`config.mk`:
```
export PLATFORM = sky130hd
export DESIGN_NAME = srts_cell
export DESIGN_NICKNAME = d
export VERILOG_FILES = /design/src/rtl/srts_pkg.sv /design/src/rtl/srts_cell.sv
export SDC_FILE = /design/constraint.sdc
export NUM_CORES = 1
export LEC_CHECK = 0
export ABC_AREA = 1
export BUFFER_PORTS_ARGS = -buffer_cell sky130_fd_sc_hd__buf_2
export CORE_ASPECT_RATIO = 1.25
export CORE_MARGIN = 1.5
export CORE_UTILIZATION = 49
export DETAILED_ROUTE_END_ITERATION = 16
export PLACE_DENSITY = 0.83
export SLEW_MARGIN = 40
export SYNTH_ARGS = -nofsm -noshare
export SYNTH_HDL_FRONTEND = slang
export SYNTH_SLANG_ARGS = --single-unit
export TNS_END_PERCENT = 1
```
`constraint.sdc`:
```
create_clock -name clock -period 6.5 [get_ports clock]
set_input_delay 1.3 -clock clock [delete_from_list [all_inputs] [get_ports clock]]
set_output_delay 1.3 -clock clock [all_outputs]
set_load 0.01 [all_outputs]
```
`src/rtl/srts_pkg.sv`:
```
// Shared types and opcode constants for the sorted record table search block.
`default_nettype none
package srts_pkg;

   // Sort key: ISBN, then book type, then language code; packed order gives the compare order.
   typedef struct packed {
      logic [30:0] isbn;
      logic [1:0]  book_type;
      logic [63:0] lang_code;
   } record_type;

   // Per-cell control from the sequencer.
   typedef struct packed {
      logic cmp_en;
      logic load_en;
      logic occupied;
      logic at_end;
   } cell_ctrl_type;

   localparam logic [1:0] OP_CLEAR  = 2'd0;
   localparam logic [1:0] OP_INSERT = 2'd1;
   localparam logic [1:0] OP_QUERY  = 2'd2;

endpackage
`default_nettype wire

```
`src/rtl/srts_cell.sv`:
```
// One table slot: holds a record, compares it against the broadcast key, shifts right on insert.
`default_nettype none
module srts_cell
   import srts_pkg::*;
(
   input  wire logic          clock,
   input  wire cell_ctrl_type ctrl,
   input  wire record_type    key,
   input  wire record_type    left_rec,
   input  wire logic          left_gt,
   output record_type         rec,
   output logic               gt,
   output logic               eq
);

   record_type rec_ff, rec_in;
   logic       gt_ff, gt_in;
   logic       eq_ff, eq_in;

   always_comb begin
      rec_in = rec_ff;
      gt_in  = gt_ff;
      eq_in  = eq_ff;
      if (ctrl.cmp_en) begin
         gt_in = ctrl.occupied && (rec_ff > key);
         eq_in = ctrl.occupied && (rec_ff == key);
      end
      // Slots above the insert point take the left neighbor; the insert point takes the key.
      if (ctrl.load_en && ((ctrl.occupied && gt_ff) || ctrl.at_end)) begin
         rec_in = left_gt ? left_rec : key;
      end
   end

   always_ff @(posedge clock) begin
      rec_ff <= rec_in;
      gt_ff  <= gt_in;
      eq_ff  <= eq_in;
   end

   assign rec = rec_ff;
   assign gt  = gt_ff;
   assign eq  = eq_ff;

endmodule
`default_nettype wire

```
==> impl_metrics.json <==
{
  "outcome": "finished clean",
  "ys.flop_type": "edfxtp_1",
  "clk_pin_slew_worst_paths_ns": 0.07,
  "cts_made_buffers": 9,
  "antenna_found_initial": 4,
  "crit_path_top_delay_cell": "buf_4",
  "netlist.area_leader.share_pct": 43.5,
  "grt_pass1_wl_mm": 30.3,
  "synth_edf_count": 99,
  "drv_slew": 0,
  "grt.total_usage_pct": 27.0,
  "worstHoldPathType": "reg2reg",
  "synthArstFlopShare_pct": 0,
  "nFillCells": 1170,
  "fin_area_sq_mm": 0.00880,
  "place_ws_ns": 3.27,
  "placedInstanceArea_sq_mm": 0.00850,
  "dieArea_sq_mm": 0.0147,
  "netlist_instances": 817,
  "yosysWarningCount": 0,
  "drt-initial-drc-count": 410,
  "fmax_mhz": 350,
  "skew_ns": 0.0141,
  "dr.pass1.iters": 5,
  "r2r-start": "rec[8]",
  "die_x_um": 109,
  "ant_nets": 0,
  "whs_path_depth": 9,
  "cts.path.max_buffers": 2,
  "final_util_pct": 64.3,
  "holdPathEnd": "gt",
  "routedWlPerCell_um": 15.4,
  "finalNonFillerCells": 1291,
  "dieHeight_um": 135,
  "yosys_register_bits": 99,
  "synth.most_common_cell": "nand2_1",
  "yosysSeqAreaShare_pct": 43.5,
  "core_area_sq_mm": 0.0137,
  "fin_crit_ns": 2.86,
  "critPathCaptureType": "flop",
  "syn_avg_cell_area_sq_um": 8.36,
  "critPathMaxFanout": 54,
  "hold_viol_final": 0,
  "synth-simple-area-share_pct": 18.4,
  "period_share_pct": 44.0,
  "maxSlewHeadroom_pct": 51.5,
  "root_buffer": "clkbuf_16",
  "port_buffers": 298,
  "hp-start": "rec[76]",
  "rsz0062_at_grt": "false",
  "reg2regPathDepth": 8,
  "gp_congestion": 0.871,
  "totalWireLength_mm": 19.9,
  "synth_mux_area_share_pct": 0.165,
  "r2r_slack_ns": 4.37,
  "syn_nets": 1114,
  "grt_max_degree": 136,
  "htreeDepth": 3,
  "ioPinCount": 299,
  "syn_area_sq_mm": 0.00683,
  "total_power_mw": 1.70,
  "nets": 1405,
  "power_density_mw_per_mm2": 193,
  "synthToLayoutAreaGrowth_pct": 28.8,
  "num_rows": 48,
  "dp_cells": 1272,
  "cts.sinks": 99,
  "cts_resized": 0,
  "synthTopCellsByArea": "edfxtp_1, ha_1, nand2_1",
  "viasPerCell": 5.06,
  "grt_overflow": 0,
  "cap_violations": 0,
  "yosysUniqueCellTypes": 25,
  "ir_drop_uv": 111,
  "setup_viol": 0,
  "cts_hold_buffers": 0,
  "synth_top_family_by_area": "simple AND/OR/NAND/NOR gates",
  "crit_top_cell": "buf_4",
  "path_cells": "buf_2 -> a21oi_1 -> nor2_4 -> buf_4 -> buf_4",
  "finalSetupTns_ns": 0,
  "layout_setup_ws_ns": 3.64,
  "synth-compound-area-share_pct": 11.3,
  "worstMarginPinSlew_ns": 0.727,
  "worst_setup_path_start_kind": "input port",
  "yosysTopAreaCell": "edfxtp_1",
  "crit_type": "in2reg",
  "synth-adder-area-share_pct": 17.8,
  "yosys.area_share.xor_xnor_pct": 0,
  "required_ns": 6.48,
  "post-cts-setup-buffers": 0,
  "start_util_pct": 49.9,
  "cts_tree": "built",
  "holdWs_ns": 1.05,
  "regToRegEndpoint": "gt",
  "slowest_delay_ns": 0.67,
  "power_leakage_nw": 4.66,
  "drive_above_1_share_pct": 29.3,
  "synth_common_cells": "nand2_1, inv_1, o21ai_0, edfxtp_1, ha_1",
  "num_vias": 6538,
  "drc": 0,
  "dpl.hpwl_mm": 16.3,
  "grt_pass1_vias": 6351,
  "crit_arrival_ns": 2.84,
  "clock_latency_ns": 0.35
}
## worst max-delay path by stage
stage          slack [ns]    start  endpoint  depth (start not counted)
5_1_grt              3.56  ctrl[1]   rec[87]                          5
6_report             3.64  ctrl[1]    rec[0]                          5
3_3_place_gp         3.32  ctrl[1]   rec[86]                          5
3_5_place_dp         3.27  ctrl[1]   rec[45]                          5
4_1_cts              3.65  ctrl[1]   rec[45]                          5
2_1_floorplan        0.54  ctrl[1]    rec[0]                          2
## cell type report
class	instances	area, sq um	area share, %
Clock buffer	9	225	2.56
Inverter	139	522	5.93
Timing Repair Buffer	301	1520	17.3
Tap cell	175	219	2.49
Sequential cell	99	2970	33.8
Clock inverter	7	68.8	0.782
Antenna cell	3	7.51	0.0853
Multi-Input combinational cell	558	3260	37.1
## worst max-delay path: cells and delay by family
| kind | cells | cell delay, ns |
|---|---|---|
| and+or+nand+nor | 1 | 0.08 |
| AOI/OAI and AO/OA | 1 | 0.10 |
| buffers and inverters | 3 | 1.28 |
## cells in the final DEF, fill, tap and decap left out, types with 2 or more instances in the layout
master / count
inv_1: 139
nor4_1: 2
a21oi_1: 39
nor3_1: 6
diode_2: 3
buf_4: 3
clkinv_2: 2
o21ai_0: 102
clkbuf_16: 9
nand4_1: 8
edfxtp_1: 99
ha_1: 97
nand2_1: 232
a21o_1: 5
clkinv_4: 2
nor3_2: 3
nor2_1: 38
buf_2: 297
o21a_1: 2
nand3_1: 15
nor2_4: 2
## layer usage
layer  wire length, um  global-route usage [%]  part of all wire [%]  vias to the layer above
li1                  -                       -                     -                     3291
met1              7660                    30.4                    39                     2934
met2             10200                    48.6                    51                      265
met3              1300                    5.21                   6.5                       46
met4               689                    12.1                   3.5                        2
met5                12                       0                 0.060                        -
## flip-flops by register name, indices dropped and copies added, names as in the netlist
| name | count |
|---|---|
| rec | 97 |
| gt | 1 |
| eq | 1 |
## logic make-up (layout without fill, tap and decap cells)
group                      after synthesis  count (layout)
DFF                                     99              99
other                                    0               3
muxes                                    1               1
adders and majority gates               97              97
and+or+nand+nor                        310             310
buffers and inverters                  160             456
AOI/OAI and AO/OA                      150             150
## power by group
part	internal (mW)	switching [mW]	total [mW]
Sequential	0.755	0.0216	0.777
Clock	0.298	0.244	0.542
Combinational	0.155	0.224	0.379
Total	1.21	0.490	1.70
Note: power is estimated with default switching activity, not from simulation.
