===== src/rtl/srts_pkg.sv =====
// Shared types and opcode constants for the sorted record table search block.
`default_nettype none
package srts_pkg;

   // Sort key: ISBN, then book type, then language code; packed order gives the compare order.
   typedef struct packed {
      logic [30:0] isbn;
      logic [1:0]  book_type;
      logic [63:0] lang_code;
   } record_type;

   // Per-cell control from the sequencer.
   typedef struct packed {
      logic cmp_en;
      logic load_en;
      logic occupied;
      logic at_end;
   } cell_ctrl_type;

   localparam logic [1:0] OP_CLEAR  = 2'd0;
   localparam logic [1:0] OP_INSERT = 2'd1;
   localparam logic [1:0] OP_QUERY  = 2'd2;

endpackage
`default_nettype wire


===== src/rtl/srts_or_fold.sv =====
// Match-flag reducer: halves the flag vector by pairwise OR once per cycle.
`default_nettype none
module srts_or_fold
   import srts_pkg::*;
#(
   parameter int unsigned WIDTH = 2
)
(
   input  wire logic             clock,
   input  wire logic             reset,
   input  wire logic             start,
   input  wire logic [WIDTH-1:0] flags,
   output logic                  done,
   output logic                  any
);

   localparam int unsigned LOG  = $clog2(WIDTH);
   localparam int unsigned P    = 1 << LOG;
   localparam int unsigned HALF = P / 2;
   localparam int unsigned SW   = $clog2(LOG + 1);

   logic [P-1:0]  v_ff, v_in;
   logic [SW-1:0] left_ff, left_in;

   always_comb begin
      v_in    = v_ff;
      left_in = left_ff;
      if (start) begin
         v_in    = P'(flags);
         left_in = SW'(LOG);
      end else if (left_ff != '0) begin
         v_in = '0;
         for (int j = 0; j < HALF; j++) begin
            v_in[j] = v_ff[2*j] | v_ff[2*j+1];
         end
         left_in = left_ff - 1'b1;
      end
   end

   always_ff @(posedge clock) begin
      if (reset) begin
         left_ff <= '0;
      end else begin
         left_ff <= left_in;
      end
      v_ff <= v_in;
   end

   assign done = (left_ff == '0);
   assign any  = v_ff[0];

endmodule
`default_nettype wire


===== config.mk =====
export PLATFORM = sky130hd
export DESIGN_NAME = srts_or_fold
export DESIGN_NICKNAME = d
export VERILOG_FILES = /design/src/rtl/srts_pkg.sv /design/src/rtl/srts_or_fold.sv
export SDC_FILE = /design/constraint.sdc
export NUM_CORES = 1
export LEC_CHECK = 0
export BUFFER_PORTS_ARGS = -buffer_cell sky130_fd_sc_hd__buf_4
export CAP_MARGIN = 0
export CORE_AREA = 2 2 39 41
export CTS_CLUSTER_DIAMETER = 50
export DETAILED_ROUTE_END_ITERATION = 8
export DIE_AREA = 0 0 41 43
export PLACE_DENSITY = 0.3
export SETUP_SLACK_MARGIN = 0.3
export SYNTH_ARGS = -nofsm -noshare
export SYNTH_HDL_FRONTEND = slang
export SYNTH_SLANG_ARGS = --single-unit

===== constraint.sdc =====
create_clock -name clock -period 1 [get_ports clock]
set_clock_uncertainty 0.2 [all_clocks]
set_input_delay 0.1 -clock clock [delete_from_list [all_inputs] [get_ports clock]]
set_output_delay 0.1 -clock clock [all_outputs]
set_load 0.02 [all_outputs]

==> results of run 1 <==
-- per-layer routing --
layer,up-vias,share of wire,GRT usage
li1,58,-,-
met1,41,0.46,0.03883
met2,7,0.36,0.03438
met3,0,0.17,0.06283
met4,0,0,0.04000
met5,-,0,0
-- stage by stage --
step / hold WS, ns / instance area, um^2 / TNS [ns] / instances / utilization
floorplan: -0.02839 / 115.1 / -0.09875 / 10 / -
global placement: 0.05503 / 195.2 / 0 / 34 / 0.1410
detailed placement: 0.05745 / 195.2 / -0.008788 / 34 / 0.1410
CTS: -0.1987 / 234.0 / -0.2841 / 38 / 0.1691
global route: -0.1965 / 249.0 / -0.4813 / 39 / 0.1799
finish: -0.1885 / 249.0 / -0.3791 / 39 / 0.1799
-- final cells by class --
class,instances,share of cell area
Sequential cell,3,0.3266
Timing Repair Buffer,9,0.3166
Multi-Input combinational cell,6,0.1558
Clock buffer,4,0.1055
Tap cell,16,0.08040
Inverter,1,0.01508
-- synthesized netlist by cell type --
cell	n
edfxtp_1	2
and2_1	1
dfxtp_1	1
inv_1	1
nand2_1	1
nor2_1	1
nor2b_1	1
o21ai_0	1
or2_1	1
-- sequential cells by signal, summed over array words and instances (netlist names) --
signal,cells
left_ff,1
v_ff,2
-- cells in the final DEF, fill, tap and decap left out --
master,instances
and2_1,1
nor2b_1,1
buf_4,6
nor2_4,1
inv_2,1
nand2_1,1
o21ai_1,1
clkbuf_4,3
dfxtp_2,1
buf_6,3
edfxtp_1,2
clkbuf_1,1
or2_1,1
-- power breakdown --
| part | total (mW) | switching [mW] | internal, mW |
|---|---|---|---|
| registers | 0.149 | 0.00521 | 0.144 |
| logic | 0.0643 | 0.0236 | 0.0407 |
| clock network | 0.209 | 0.0598 | 0.149 |
| total | 0.423 | 0.0886 | 0.334 |
-- what timing repair did --
item,in CTS,in global routing
pin swaps,0,1
setup buffers,0,1
endpoints found under the setup margin,5,5
gates resized for setup,5,2
endpoints found under the hold margin,3,3
-- path summary, 6_finish.rpt --
check / slack [ns] / cells past startpoint / startpoint / end
setup / recovery: -0.17 / 2 / v_ff[0] / any
hold / removal: -0.19 / 2 / reset / left_ff
setup reg to reg: -0.12 / 3 / v_ff[0] / v_ff[0]
hold reg to reg: 0.37 / 1 / left_ff / v_ff[0]
-- kinds of logic after synthesis --
| kind of cell | Yosys count | synth area share |
|---|---|---|
| buffers and inverters | 1 | 0.03258 |
| and+or+nand+nor | 5 | 0.2283 |
| DFF | 3 | 0.6957 |
| AOI/OAI and AO/OA | 1 | 0.04344 |
-- worst register-to-register path, delay by kind of cell, from the launching register on --
| kind | cells | cell delay [ns] |
|---|---|---|
| flops | 1 | 0.38 |
| buf+inv | 1 | 0.15 |
| simple gates | 1 | 0.09 |
| compound gates | 1 | 0.05 |
==> metrics, run 1 <==
status=finished with violations; failing checks=hold timing, setup timing; worst hold slack=-0.1885 ns; # rows=14; Die W=41 um; CP Class=flip-flop to output pin; Final Power=0.4227 mW; first-pass GRT wire length=393 um; syn avg cell area=11.51 um^2; worst min path class=input port to flip-flop; Iteration-0 DRC Markers=3; DR vias=106; normalized max-slew margin=0.9238; WL final=228 um; number of detailed-route iterations in the first pass=2; largest net degree at the start of global routing=6; port bufs=6; via/cell ratio=2.718; Post-Syn Area=115.1 um^2; IO Count=7; clock tree from TritonCTS=yes; Pleak=0.1072 nW; Root Driver=clkbuf_4; worst path required time=0.70 ns; DIE AREA=0.001763 mm^2; VDD IR-drop max=463.8 uV; pre-CTS WS=-0.008788 ns; Antenna diodes=0; RSZ-0062 raised after global routing=true; synthesized net count=15; CP endpoint kind=output pin; clk buf depth=2; core region area=0.001384 mm^2; crit path max fanout=2; Clock Latency Late Sink=0.23 ns; gr usage total=0.04125; clock-pin slew on the worst setup and hold paths=0.04 ns; fin crit share=1.173; max cap viols=0; Synth area leaders=edfxtp_1, dfxtp_1, and2_1, nor2b_1, or2_1; post-synthesis sequential area ratio=0.6957; Startpoint Class=flip-flop; distinct cell type count after synthesis=9; fin crit period=1.173 ns; f_max=852.8 MHz; detailed-route DRC error count=0; Crit path max-delay family=flip-flops; gpl congestion=0.5225; count of final setup violators=3; clk sink count=3; register area=81.33 um^2; total grt overflow=0; Worst Max-Slew Pin Slew=0.1142 ns; Final Slew Violations=0; worst setup margin=-0.1726 ns; Hold Fails Final Rpt=3; flops & latches, synth=3; Mapped Cells=10; drt wl/cell=5.846 um; PD cells=1697 mW/mm^2; Fill cells=160; Die Height=43 um; Bufs and invs on worst path=2; crit path DAT=0.87 ns; cell taking the most area after synthesis=edfxtp_1; Area Overhead vs Synth=116.3%; Detail Route Antenna Nets=0; post-synth top area share=0.5217; layout cells sized above 1=0.6522; worst path cell trace=buf_4 -> buf_6; nets@finish=29; H-tree depth=1; Slowest-stage cell, CP=edfxtp_1; initial antenna violation count=0; CTS Buf Count=3; vias in the first global route=114; YS warnings=0; starting density of the core=0.08318; CP max stage delay=0.38 ns; Multi-input gate area=38.79 um^2
Power figures use the tool's default switching activity.
==> run 2, diff against run 1 <==
--- a/config.mk
+++ b/config.mk
@@ -11,7 +11,7 @@
 export CTS_CLUSTER_DIAMETER = 50
 export DETAILED_ROUTE_END_ITERATION = 8
 export DIE_AREA = 0 0 41 43
-export PLACE_DENSITY = 0.3
+export PLACE_DENSITY = 0.36
 export SETUP_SLACK_MARGIN = 0.3
 export SYNTH_ARGS = -nofsm -noshare
 export SYNTH_HDL_FRONTEND = slang
==> metrics, run 2 (synthesized netlist as in run 1, its figures left out) <==
max cap viols=0 (unchanged); vias in the first global route=130 (+14%); status=finished with violations; via/cell ratio=2.658 (-2.2%); Startpoint Class=flip-flop; DIE AREA=0.001763 mm^2 (unchanged); WL final=240 um (+5.3%); CTS Buf Count=3 (unchanged); DR vias=101 (-4.7%); Fill cells=152 (-5.0%); Clock Latency Late Sink=0.23 ns (about the same); biggest regs=v_ff: 2 flops, left_ff: 1 flops; # rows=14 (unchanged); clock tree from TritonCTS=yes; detailed-route DRC error count=0 (unchanged); R2R Setup Slk=-0.11 ns (about the same); Antenna diodes=0 (unchanged); IO Count=7 (unchanged); Die W=41 um (unchanged); CP endpoint kind=output pin; Non-Filler Instances=38 (-2.6%); Root Driver=clkbuf_4; pre-CTS WS=0.0004707 ns (+0.009258 ns); most frequent cells in the layout=buf_4, clkbuf_4, buf_6, edfxtp_1; CP Class=flip-flop to output pin; initial antenna violation count=0 (unchanged); worst path required time=0.70 ns (about the same); failing checks=hold timing, setup timing; clk sink count=3 (unchanged); core region area=0.001384 mm^2 (unchanged); port bufs=6 (unchanged); clock-pin slew on the worst setup and hold paths=0.04 ns (about the same); gr usage total=0.04834 (+0.007091); PD cells=1792 mW/mm^2 (+5.6%); Worst Reg-to-Reg Cells=3 (unchanged); fin crit share=1.163 (-0.01000); Final Power=0.4215 mW (-0.26%); VDD IR-drop max=344.9 uV (-26%); clk buf depth=2 (unchanged); Pleak=0.1013 nW (-5.5%); worst setup margin=-0.1626 ns (+0.01000 ns); dpl cells=33 (-2.9%); crit path DAT=0.86 ns (about the same); drt wl/cell=6.316 um (+8.0%); hold wc startpoint=reset; Hold Path Cell Cnt=2 (unchanged); gpl congestion=0.5020 (-3.9%); total grt overflow=0 (unchanged); Hold Fails Final Rpt=3 (unchanged); crit path max fanout=2 (unchanged); Detail Route Antenna Nets=0 (unchanged); H-tree depth=1 (unchanged); RR Startpoint=v_ff[0]; number of detailed-route iterations in the first pass=1 (-1); first-pass GRT wire length=469 um (+19%); layout cells sized above 1=0.6818 (+0.02964); nets@finish=28 (-3.4%); Area Overhead vs Synth=104.3%; Largest Register=v_ff; Iteration-0 DRC Markers=0 (-3); starting density of the core=0.08318 (unchanged); commonest non-fill, non-tap cell in the layout=buf_4; max reg flops=2 (unchanged); fin crit period=1.163 ns (-0.01000 ns); count of final setup violators=3 (unchanged); normalized max-slew margin=0.9400 (+0.01612); Die Height=43 um (unchanged); worst min path class=input port to flip-flop; reg2reg end=v_ff[0]; largest net degree at the start of global routing=6 (unchanged); f_max=860.1 MHz (+0.86%); Final Slew Violations=0 (unchanged); worst hold slack=-0.1852 ns (+0.003307 ns); Worst Max-Slew Pin Slew=0.08947 ns (-0.02478 ns); Worst Hold End=left_ff; RSZ-0062 raised after global routing=true
-- run 2: cell type report --
class	instances	area, um^2	area share
Clock buffer	4	26.28	0.1117
Inverter	1	3.754	0.01596
Multi-Input combinational cell	6	36.28	0.1543
Sequential cell	3	81.33	0.3457
Tap cell	16	20.02	0.08511
Timing Repair Buffer	8	67.56	0.2872
-- run 2: per-stage QoR --
stage / instance area (um^2) / setup TNS, ns / util
after CTS: 232.7 / -0.3126 / 0.1682
after global routing: 235.2 / -0.3999 / 0.1700
final: 235.2 / -0.2865 / 0.1700
after floorplan: 115.1 / -0.09875 / -
after global placement: 187.7 / 0 / 0.1356
after detailed placement: 187.7 / 0 / 0.1356
-- run 2: per-layer routing --
layer	vias up	share of wire	track usage
li1	56	-	-
met3	0	0.13	0.03141
met2	7	0.43	0.05313
met5	-	0	0
met4	0	0	0.08000
met1	38	0.44	0.04221
-- run 2: worst max-delay path, cell delays in order, from the launching register on --
cell and delay (ns):
edfxtp_1 0.37, buf_4 0.14, buf_6 0.12
-- run 2: timing repair --
item / CTS / global route
pin swaps: 1 / 0
resized for setup: 5 / 1
setup buffers: 1 / 0
setup endpoints to repair: 5 / 5
hold endpoints to repair: 3 / 3
-- run 2: worst max-delay path by stage --
stage / startpoint / slack (ns) / cells past startpoint / to
5_1_grt: v_ff[0] / -0.20 / 2 / any
3_3_place_gp: v_ff[0] / 0.01 / 2 / v_ff[0]
2_1_floorplan: v_ff[0] / -0.1 / 2 / v_ff[0]
3_5_place_dp: v_ff[0] / 0.0005 / 2 / v_ff[0]
6_report: v_ff[0] / -0.16 / 2 / any
4_1_cts: v_ff[0] / -0.17 / 2 / any
-- run 2: where the power goes --
group / switching (mW) / internal, mW
registers: 0.00443 / 0.144
clock network: 0.0645 / 0.150
logic: 0.0216 / 0.0375
total: 0.0905 / 0.331
